<file path="src/rtl/core/rm_pkg.sv">
// ----------------------------------------------------------------------------
// rm_pkg: shared definitions for the running median block
// Store depth, derived widths and the control bundle that the top level
// drives into the row of insertion cells.
// ----------------------------------------------------------------------------
package rm_pkg;

  // store depth and derived widths
  localparam int CAPACITY = 256;
  localparam int CNT_W    = $clog2(CAPACITY + 1);
  localparam int IDX_W    = (CAPACITY > 2) ? $clog2(CAPACITY) : 1;

  // read tree: cells per registered group
  localparam int GRP      = 16;
  localparam int NGRP     = (CAPACITY + GRP - 1) / GRP;

  // field widths
  localparam int SMP_W    = 16;
  localparam int MED_W    = 17;
  localparam int OCNT_W   = 9;

  // control bundle, top level to every cell
  typedef struct packed {
    logic             ins_en;   // insert sample this cycle
    logic [SMP_W-1:0] sample;   // sample being inserted
    logic [CNT_W-1:0] count;    // entries held before the insert
    logic [IDX_W-1:0] sel_hi;   // upper middle entry
    logic [IDX_W-1:0] sel_lo;   // lower middle entry
  } rm_ctl_t;

endpackage

</file>
<file path="src/rtl/core/rm_cell.sv">
// ----------------------------------------------------------------------------
// rm_cell: one entry of the sorted store
// Compares the incoming sample with its entry and either keeps it, takes the
// sample, or takes its left neighbour's entry, so the row stays ascending.
// Also offers its entry to the read tree when it is a middle entry.
// ----------------------------------------------------------------------------
module rm_cell (
  input  logic                  clk,
  input  rm_pkg::rm_ctl_t       ctl,
  input  logic [rm_pkg::IDX_W-1:0] idx,
  input  logic [rm_pkg::SMP_W-1:0] left_val,
  input  logic                  left_gt,
  output logic [rm_pkg::SMP_W-1:0] val,
  output logic                  gt,
  output logic [rm_pkg::SMP_W-1:0] rd_hi,
  output logic [rm_pkg::SMP_W-1:0] rd_lo
);
  import rm_pkg::*;

  logic [SMP_W-1:0] val_r;
  logic [SMP_W-1:0] val_nxt;
  logic             held;

  // an entry beyond the count acts as plus infinity
  assign held = CNT_W'(idx) < ctl.count;
  assign gt   = !held || ($signed(val_r) > $signed(ctl.sample));

  // shift right where the left entry is larger, drop the sample at the edge
  always_comb begin
    priority if (!ctl.ins_en) begin
      val_nxt = val_r;
    end else if (left_gt) begin
      val_nxt = left_val;
    end else if (gt) begin
      val_nxt = ctl.sample;
    end else begin
      val_nxt = val_r;
    end
  end

  always_ff @(posedge clk) begin
    val_r <= val_nxt;
  end

  assign val   = val_r;
  assign rd_hi = (idx == ctl.sel_hi) ? val_r : '0;
  assign rd_lo = (idx == ctl.sel_lo) ? val_r : '0;

endmodule

</file>
<file path="config.mk">
export PLATFORM = sky130hd
export DESIGN_NAME = rm_cell
export DESIGN_NICKNAME = d
export VERILOG_FILES = /design/src/rtl/core/rm_pkg.sv /design/src/rtl/core/rm_cell.sv
export SDC_FILE = /design/constraint.sdc
export NUM_CORES = 1
export LEC_CHECK = 0
export BUFFER_PORTS_ARGS = -buffer_cell sky130_fd_sc_hd__buf_2
export CAP_MARGIN = 25
export CORE_UTILIZATION = 25
export DETAILED_ROUTE_END_ITERATION = 10
export PLACE_DENSITY = 0.64
export SLEW_MARGIN = 15
export SYNTH_ARGS = -nofsm -noshare
export SYNTH_HDL_FRONTEND = slang
export SYNTH_SLANG_ARGS = --single-unit
</file>
<file path="constraint.sdc">
create_clock -name clk -period 6.35 [get_ports clk]
set_clock_uncertainty 0.1 [all_clocks]
set_input_delay 0.635 -clock clk [delete_from_list [all_inputs] [get_ports clk]]
set_output_delay 0.635 -clock clk [all_outputs]
set_load 0.005 [all_outputs]
</file>
Word-level counts from Yosys, hierarchy flattened --
Cells that the tools add are included. W data, S select, Z words.
Word-level totals: logic and storage cells 13, output and inout port bits 49, memories kept 0, flip-flop bits (word level) 16, memory bits (read-only) 0, RAM bits 0, latch bits 0, input port bits 68
Cells by class: reductions and logical operators 4, shift operators 0, $add $sub $neg 0, divide/modulo/power cells 0, order comparisons 2, multiplexer cells 4, $mul 0, bitwise logic cells 0, equal/unequal tests 2
Operator list (count):
- $mux W16 | 4
- $eq A8 B8 Y1 | 2
- $gt A16 B16 Y1 | 1
- $lt A8 B9 Y1 | 1
- $reduce_and A2 Y1 | 1
- $reduce_bool A2 Y1 | 1
- $logic_not A1 Y1 | 1
- $logic_or A1 B1 Y1 | 1

Longest topological paths before layout --
Gate-level depths: netlist of run 1.
word-level depth 5, depth in mapped cells 7, depth with buffers taken out 7

Worst setup path before layout of run 1 --
OpenSTA, ideal clock, no wires.
path type input to register, from in ctl[40] (netlist bit), to reg val_r[0], in the netlist val[0], enable pin, slack 3.102 ns, buffers on the path 0, arrival 2.747 ns, required time 5.849 ns, library setup time 0.401 ns, stages on the path 7, cell sequence inv_1 -> ha_1 -> nand4_2 -> nor4_2 -> o21ai_1 -> and4_4 -> o41ai_2
On the way: cells in the longest elaborated chain, start to end 4
RTL lines:
- from (decl) | RTL line rm_cell.sv:9 | input rm_pkg::rm_ctl_t ctl,
- $gt A16 B16 Y1 | RTL line rm_cell.sv:26 | assign gt = !held || ($signed(val_r) > $signed(ctl.sample));
- $logic_or A1 B1 Y1 | RTL line rm_cell.sv:26
- $reduce_bool A2 Y1 (no line)
- $reduce_and A2 Y1 (no line)
- to (signal assigned) | RTL line rm_cell.sv:42 | val_r <= val_nxt;
- to (decl) | RTL line rm_cell.sv:20 | logic [SMP_W-1:0] val_r;
No other way between the ends. A chain may end at the register's enable or synchronous reset.

Final worst setup path of run 1 --
from in ctl[40] (netlist bit), to out gt
On the way: cells in the longest elaborated chain, start to end 2
RTL lines:
- $gt A16 B16 Y1 | RTL line rm_cell.sv:26
- $logic_or A1 B1 Y1 | RTL line rm_cell.sv:26
- to (decl) | RTL line rm_cell.sv:14 | output logic gt,
No other way between the ends.

==> results of run 1 <==
[per-stage QoR]
step,worst slack (ps),hold slack [ps],cell area (um2)
floorplan,3102,722.1,1678
global placement,3050,816.5,2347
detailed placement,2932,817.4,2347
CTS,3187,558.1,2392
global route,3088,570.3,2419
finish,3245,565.0,2419
[cell families after synthesis]
kind of cell               after synthesis  synth area share [%]
AOI/OAI and AO/OA                       36                 13.13
and+or+nand+nor                         73                 25.13
adders and majority gates               23                 17.15
buffers and inverters                   31                 6.935
muxes                                    1                0.6711
xor gates and xnor gates                16                 8.352
DFF                                     16                 28.64
[cell usage after synthesis, types with 2 or more instances]
master    number  share of area (%)
and2_1        31                 12
inv_1         26                5.8
ha_1          23                 17
nand2_1       22                4.9
edfxtp_1      16                 29
o21ai_0       16                4.8
xnor2_1       16                8.4
a21oi_1        7                2.1
clkbuf_1       5                1.1
nor2_1         5                1.1
nand4_1        4                1.5
a21o_1         3                1.3
a31oi_1        2               0.75
nand2b_1       2               0.75
nor3_1         2               0.60
[worst max-delay path: stages]
cell and delay, ps:
buf_2 80, inv_1 50, ha_1 330, nand4_2 140, nor4_2 340, o21ai_1 160, a31oi_1 340, o31ai_1 140
buf_2 160
[power groups by stage]
stage                     sequential [uW]  clock (uW)  combinational (uW)
after detailed placement              154           0                 135
after floorplan                       151           0                75.1
after CTS                             151        81.4                 136
after global placement                153           0                 133
final                                 151        77.9                 137
after global routing                  153        86.2                 156
[how the worst max path moves through the flow]
stage,start,to,slack (ps),cells past startpoint
2_1_floorplan,ctl[40],val[0]$_DFFE_PP_,3100,7
3_3_place_gp,ctl[40],val[1]$_DFFE_PP_,3050,8
3_5_place_dp,ctl[40],val[9]$_DFFE_PP_,2930,8
4_1_cts,ctl[40],val[1]$_DFFE_PP_,3190,8
5_1_grt,val[15]$_DFFE_PP_,gt,3090,7
6_report,ctl[40],gt,3250,9
[cell type report]
cell class | count | area (um2) | share of cell area (%)
Clock buffer | 3 | 41.29 | 1.707
Multi-Input combinational cell | 149 | 1092 | 45.16
Clock inverter | 1 | 3.754 | 0.1552
Tap cell | 77 | 96.34 | 3.983
Inverter | 26 | 97.59 | 4.035
Sequential cell | 16 | 480.5 | 19.87
Timing Repair Buffer | 119 | 606.8 | 25.09
[metal layers]
metal,vias up,track usage (%)
met2,57,23.92
met3,10,2.077
met5,-,0
li1,906,-
met4,0,5.956
met1,732,17.09
==> run_results.csv, run 1 <==
group,metric,value,unit
final_layout,final_cell_mix,"buf_2 (116), and2_1 (31), inv_1 (26)",
sta,slew_violations,0,
global_route,grt_pass1_wl,7707,um
worst_setup_path,cp.required,5610,ps
final_layout,finalNonFillerCells,391,
yosys,ys_async_sr_fraction,0,%
die,io_pins,117,
sta,hold_viol,0,
sta,max_freq,322.1,MHz
die,die_h,83.93,um
global_route,grtUsageTotal,13.87,%
sta,maxSlewHeadroom,54.38,%
run,cap_viol_max_count,0,
clock_tree,clock_latency,250,ps
clock_tree,cts_tree,"yes",
clock_tree,hold_buffers,0,
drt,routed_wl,4750,um
sta,tightest_slew,682.0,ps
worst_setup_path,r2r_slack,3430,ps
worst_setup_path,startpoint_type,"input port",
power_and_ir_drop,p_leak,0.001310,uW
final_layout,n_antenna_cell,0,
drt,viasPerCell,4.361,
power_and_ir_drop,power.internal,247.5,uW
global_route,grt_pass1_vias,1682,
drt,ant_nets,0,
power_and_ir_drop,swShare,32.22,%
clock_tree,cts_buffer_depth,2,
placed_design,dp_cells,384,
yosys,ys_ff_latch,16,
final_layout,finalCoreUtilization,37.66,%
final_layout,largest_reg_flops,16,
placed_design,place_hpwl,4044,um
run_status,status,"finished, violations left",
drt,num_vias,1705,
final_layout,drive_gt1_share,41.40,%
die,fp-row-count,29,
worst_setup_path,reg2regPathDepth,7,
global_route,grt.overflow.total,0,
die,die-area,0.007043,mm2
drt,dr.pass1.iters,7,
clock_tree,cts_root_buf,"clkbuf_8",
global_route,grt_start_max_net_pins,33,
run_status,failed_checks,"DRC",
die,die_x,83.93,um
drt,top_layer_used,"met4",
sta,setup_viol,0,
worst_setup_path,worstSetupPathType,"in -> out",
sta,post-route-min-period,3105,ps
worst_hold_path,hold_depth,3,
drt,avgRoutedWirePerCell,12.15,um
clock_tree,post-cts-setup-buffer-count,0,
clock_tree,cts-buffers-inserted,3,
worst_hold_path,hp-class,"in -> reg",
worst_hold_path,hold_path_end,"val[10]$_DFFE_PP_",
worst_setup_path,rr_startpoint,"val[15]$_DFFE_PP_",
power_and_ir_drop,finalPower,365.1,uW
placed_design,gp_congestion,0.7578,
drt,wl_met1,2098,um
drt,drtIter0Drc,60,
placed_design,io_buffers,116,
yosys,yosysSeqAreaShare,28.64,%
die,initial_utilization,26.13,%
clock_tree,htree_levels,1,
sta,timing.final.crit_share,48.90,%
final_layout,fillers,691,
clock_tree,ctsResizeCount,0,
power_and_ir_drop,p_comb_share,37.4,%
yosys,synth_area,0.001678,mm2
worst_setup_path,cp-end-kind,"output port",
worst_hold_path,worstHoldStart,"left_val[10]",
sta,rsz0062_at_grt,"false",
power_and_ir_drop,vdd_drop_max,0.06655,mV
yosys,synthFlopType,"edfxtp_1",
yosys,synth_nets,287,
yosys,ys_warn_count,0,
final_layout,area_growth,44.15,%
worst_setup_path,critPathArrivalTime,2370,ps
power_and_ir_drop,power_frac_clock,21.3,%
yosys,netlist_instances,196,
yosys,synth-edff-count,16,
sta,fin_tns_setup,0,ps
clock_tree,clk_pin_slew,70,ps
power_and_ir_drop,switchingPower,117.6,uW
worst_setup_path,cp_max_fo,4,
yosys,syn_avg_cell_area,8.561,um2
yosys,synth_cell_type_count,31,
die,core,0.006422,mm2
drt,post-route-drc-count,10,
drt,wl_met2,2284,um
power_and_ir_drop,p_per_area,151.0,mW/mm2
global_route,antenna_found_initial,0,
power_and_ir_drop,p_seq_share,41.2,%
final_layout,layout_commonest_cell,"buf_2",
worst_setup_path,timing.rr.end,"val[12]$_DFFE_PP_",
final_layout,layout.nets,406,
drt,routed-wl-met3,238,um
clock_tree,clock_sinks,16,
Power figures use the tool's default switching activity.
==> run 2: changes to the inputs <==
- PLACE_DENSITY: 0.64 -> 0.66
- clock period: 6.35 -> 2.5 ns (I/O delays scaled with it)
==> run_results.csv, run 2 (synthesis gave the netlist of run 1 again) <==
group,metric,value,unit
worst_setup_path,startpoint_type,"flop",
drt,avgRoutedWirePerCell,12.67,um
global_route,grt_pass1_vias,1784,
run_status,failed_checks,"DRC",
worst_setup_path,max_stage_delay,430,ps
worst_setup_path,cp-end-kind,"output port",
clock_tree,clk_pin_slew,60,ps
final_layout,finalCoreUtilization,40.76,%
placed_design,gp_congestion,0.7006,
sta,hold_viol,0,
worst_setup_path,path_delay_family,"simple AND/OR/NAND/NOR gates",
worst_setup_path,cp_slowest_cell,"edfxtp_1",
worst_setup_path,path_cells,"ha_4 > nand4_4 > nor4_4 > o21ai_2 > and4_4 > o31ai_4 > buf_2",
worst_setup_path,reg2regPathDepth,6,
final_layout,layout_commonest_cell,"buf_2",
final_layout,finalInstanceArea,0.002618,mm2
clock_tree,cts_tree,"yes",
run,cap_viol_max_count,0,
die,initial_utilization,26.13,%
global_route,grt_start_max_net_pins,32,
drt,routed_wl,5057,um
final_layout,fillers,664,
clock_tree,clock_latency,240,ps
worst_setup_path,r2r_slack,110,ps
sta,post-route-min-period,2419,ps
drt,ant_nets,0,
die,io_pins,117,
power_and_ir_drop,finalPower,1010,uW
final_layout,final_cell_mix,"buf_2 (116), and2_1 (31), inv_1 (26)",
sta,setup_viol,0,
worst_hold_path,hp-class,"in -> reg",
sta,slew_violations,0,
global_route,antenna_found_initial,0,
sta,tightest_slew,350.6,ps
worst_setup_path,critPathArrivalTime,2070,ps
worst_hold_path,hold_depth,3,
global_route,grtUsageTotal,14.71,%
final_layout,n_antenna_cell,0,
global_route,grt.overflow.total,0,
sta,fin_tns_setup,0,ps
clock_tree,cts_root_buf,"clkbuf_8",
worst_setup_path,cp.required,2150,ps
drt,post-route-drc-count,9,
placed_design,io_buffers,116,
die,die-area,0.007043,mm2
drt,dr.pass1.iters,7,
power_and_ir_drop,p_leak,0.001362,uW
clock_tree,htree_levels,1,
placed_design,dpl-instance-area,0.002442,mm2
clock_tree,hold_buffers,0,
worst_setup_path,timing.rr.end,"val[6]$_DFFE_PP_",
clock_tree,cts_buffer_depth,2,
final_layout,regArea,480.5,um2
final_layout,area_growth,56.00,%
sta,maxSlewHeadroom,76.02,%
final_layout,drive_gt1_share,46.58,%
die,die_h,83.93,um
drt,drtIter0Drc,57,
sta,rsz0062_at_grt,"true",
worst_hold_path,hold_path_end,"val[6]$_DFFE_PP_",
clock_tree,clock_sinks,16,
die,fp-row-count,29,
worst_hold_path,worstHoldStart,"left_val[6]",
clock_tree,cts-buffers-inserted,3,
drt,viasPerCell,4.496,
sta,max_freq,413.3,MHz
worst_setup_path,worst-path-buf-inv,1,
power_and_ir_drop,vdd_drop_max,0.1695,mV
final_layout,layout.nets,415,
worst_setup_path,critPathLaunch,"val[15]$_DFFE_PP_",
placed_design,place_hpwl,4204,um
worst_setup_path,cp_max_fo,4,
final_layout,multi_input_area,0.001227,mm2
worst_setup_path,rr_startpoint,"val[13]$_DFFE_PP_",
drt,num_vias,1794,
power_and_ir_drop,p_per_area,385.8,mW/mm2
global_route,grt_pass1_wl,8300,um
die,core,0.006422,mm2
worst_setup_path,worstSetupPathType,"reg -> out",
final_layout,largest_reg_flops,16,
run_status,status,"finished, violations left",
die,die_x,83.93,um
sta,timing.final.crit_share,96.78,%
## run 2: layout make-up
class	instances	share of cell area, %
flip-flops and latches	16	18.36
well taps	77	3.681
clock buffers	3	1.577
multi-input cells	149	46.89
repair buffers	128	25.76
inverters	26	3.728
## run 2: worst max path at each step
stage / endpoint / slack, ps / cells after the start
after global routing: gt / -40 / 7
after global placement: val[5]$_DFFE_PP_ / 160 / 7
after detailed placement: val[9]$_DFFE_PP_ / 70 / 7
final: gt / 80 / 7
after floorplan: val[0]$_DFFE_PP_ / -60 / 5
after CTS: gt / 3 / 7
## run 2: what timing repair did
| item | 4_1_cts | 5_1_grt |
|---|---|---|
| setup endpoints to repair | 1 | 11 |
| setup buffers | 6 | 0 |
| pin swaps | 0 | 4 |
| endpoints found under the hold margin | 0 | 0 |
| gates resized for setup | 6 | 4 |
## run 2: worst register-to-register path, delay by kind of cell, from the launching register on
kind            cells  cell delay (ps)
flops               1              450
fa+ha+maj           1              260
buf+inv             1              220
compound gates      4             1090
## run 2: layer usage
| layer | vias to the layer above | GRT usage [%] | wire, um |
|---|---|---|---|
| li1 | 918 | - | - |
| met1 | 817 | 16.79 | 2159 |
| met2 | 53 | 28.09 | 2644 |
| met3 | 6 | 2.275 | 175 |
| met4 | 0 | 3.918 | 77 |
| met5 | - | 0 | 0 |
## run 2: power breakdown
group,switching [uW],total [uW],internal [uW]
Clock,80.4,187,107
Combinational,212,440,228
Sequential,34.7,383,348
Total,327,1010,683
## run 2: per-stage QoR
stage | std cells | hold slack, ps | setup WS (ps)
6_report | 399 | 179.5 | 80.57
5_1_grt | 399 | 191.2 | -38.17
4_1_cts | 399 | 178.8 | 3.015
3_5_place_dp | 390 | 437.6 | 72.97
3_3_place_gp | 390 | 433.6 | 162.2
2_1_floorplan | 196 | 337.1 | -60.85
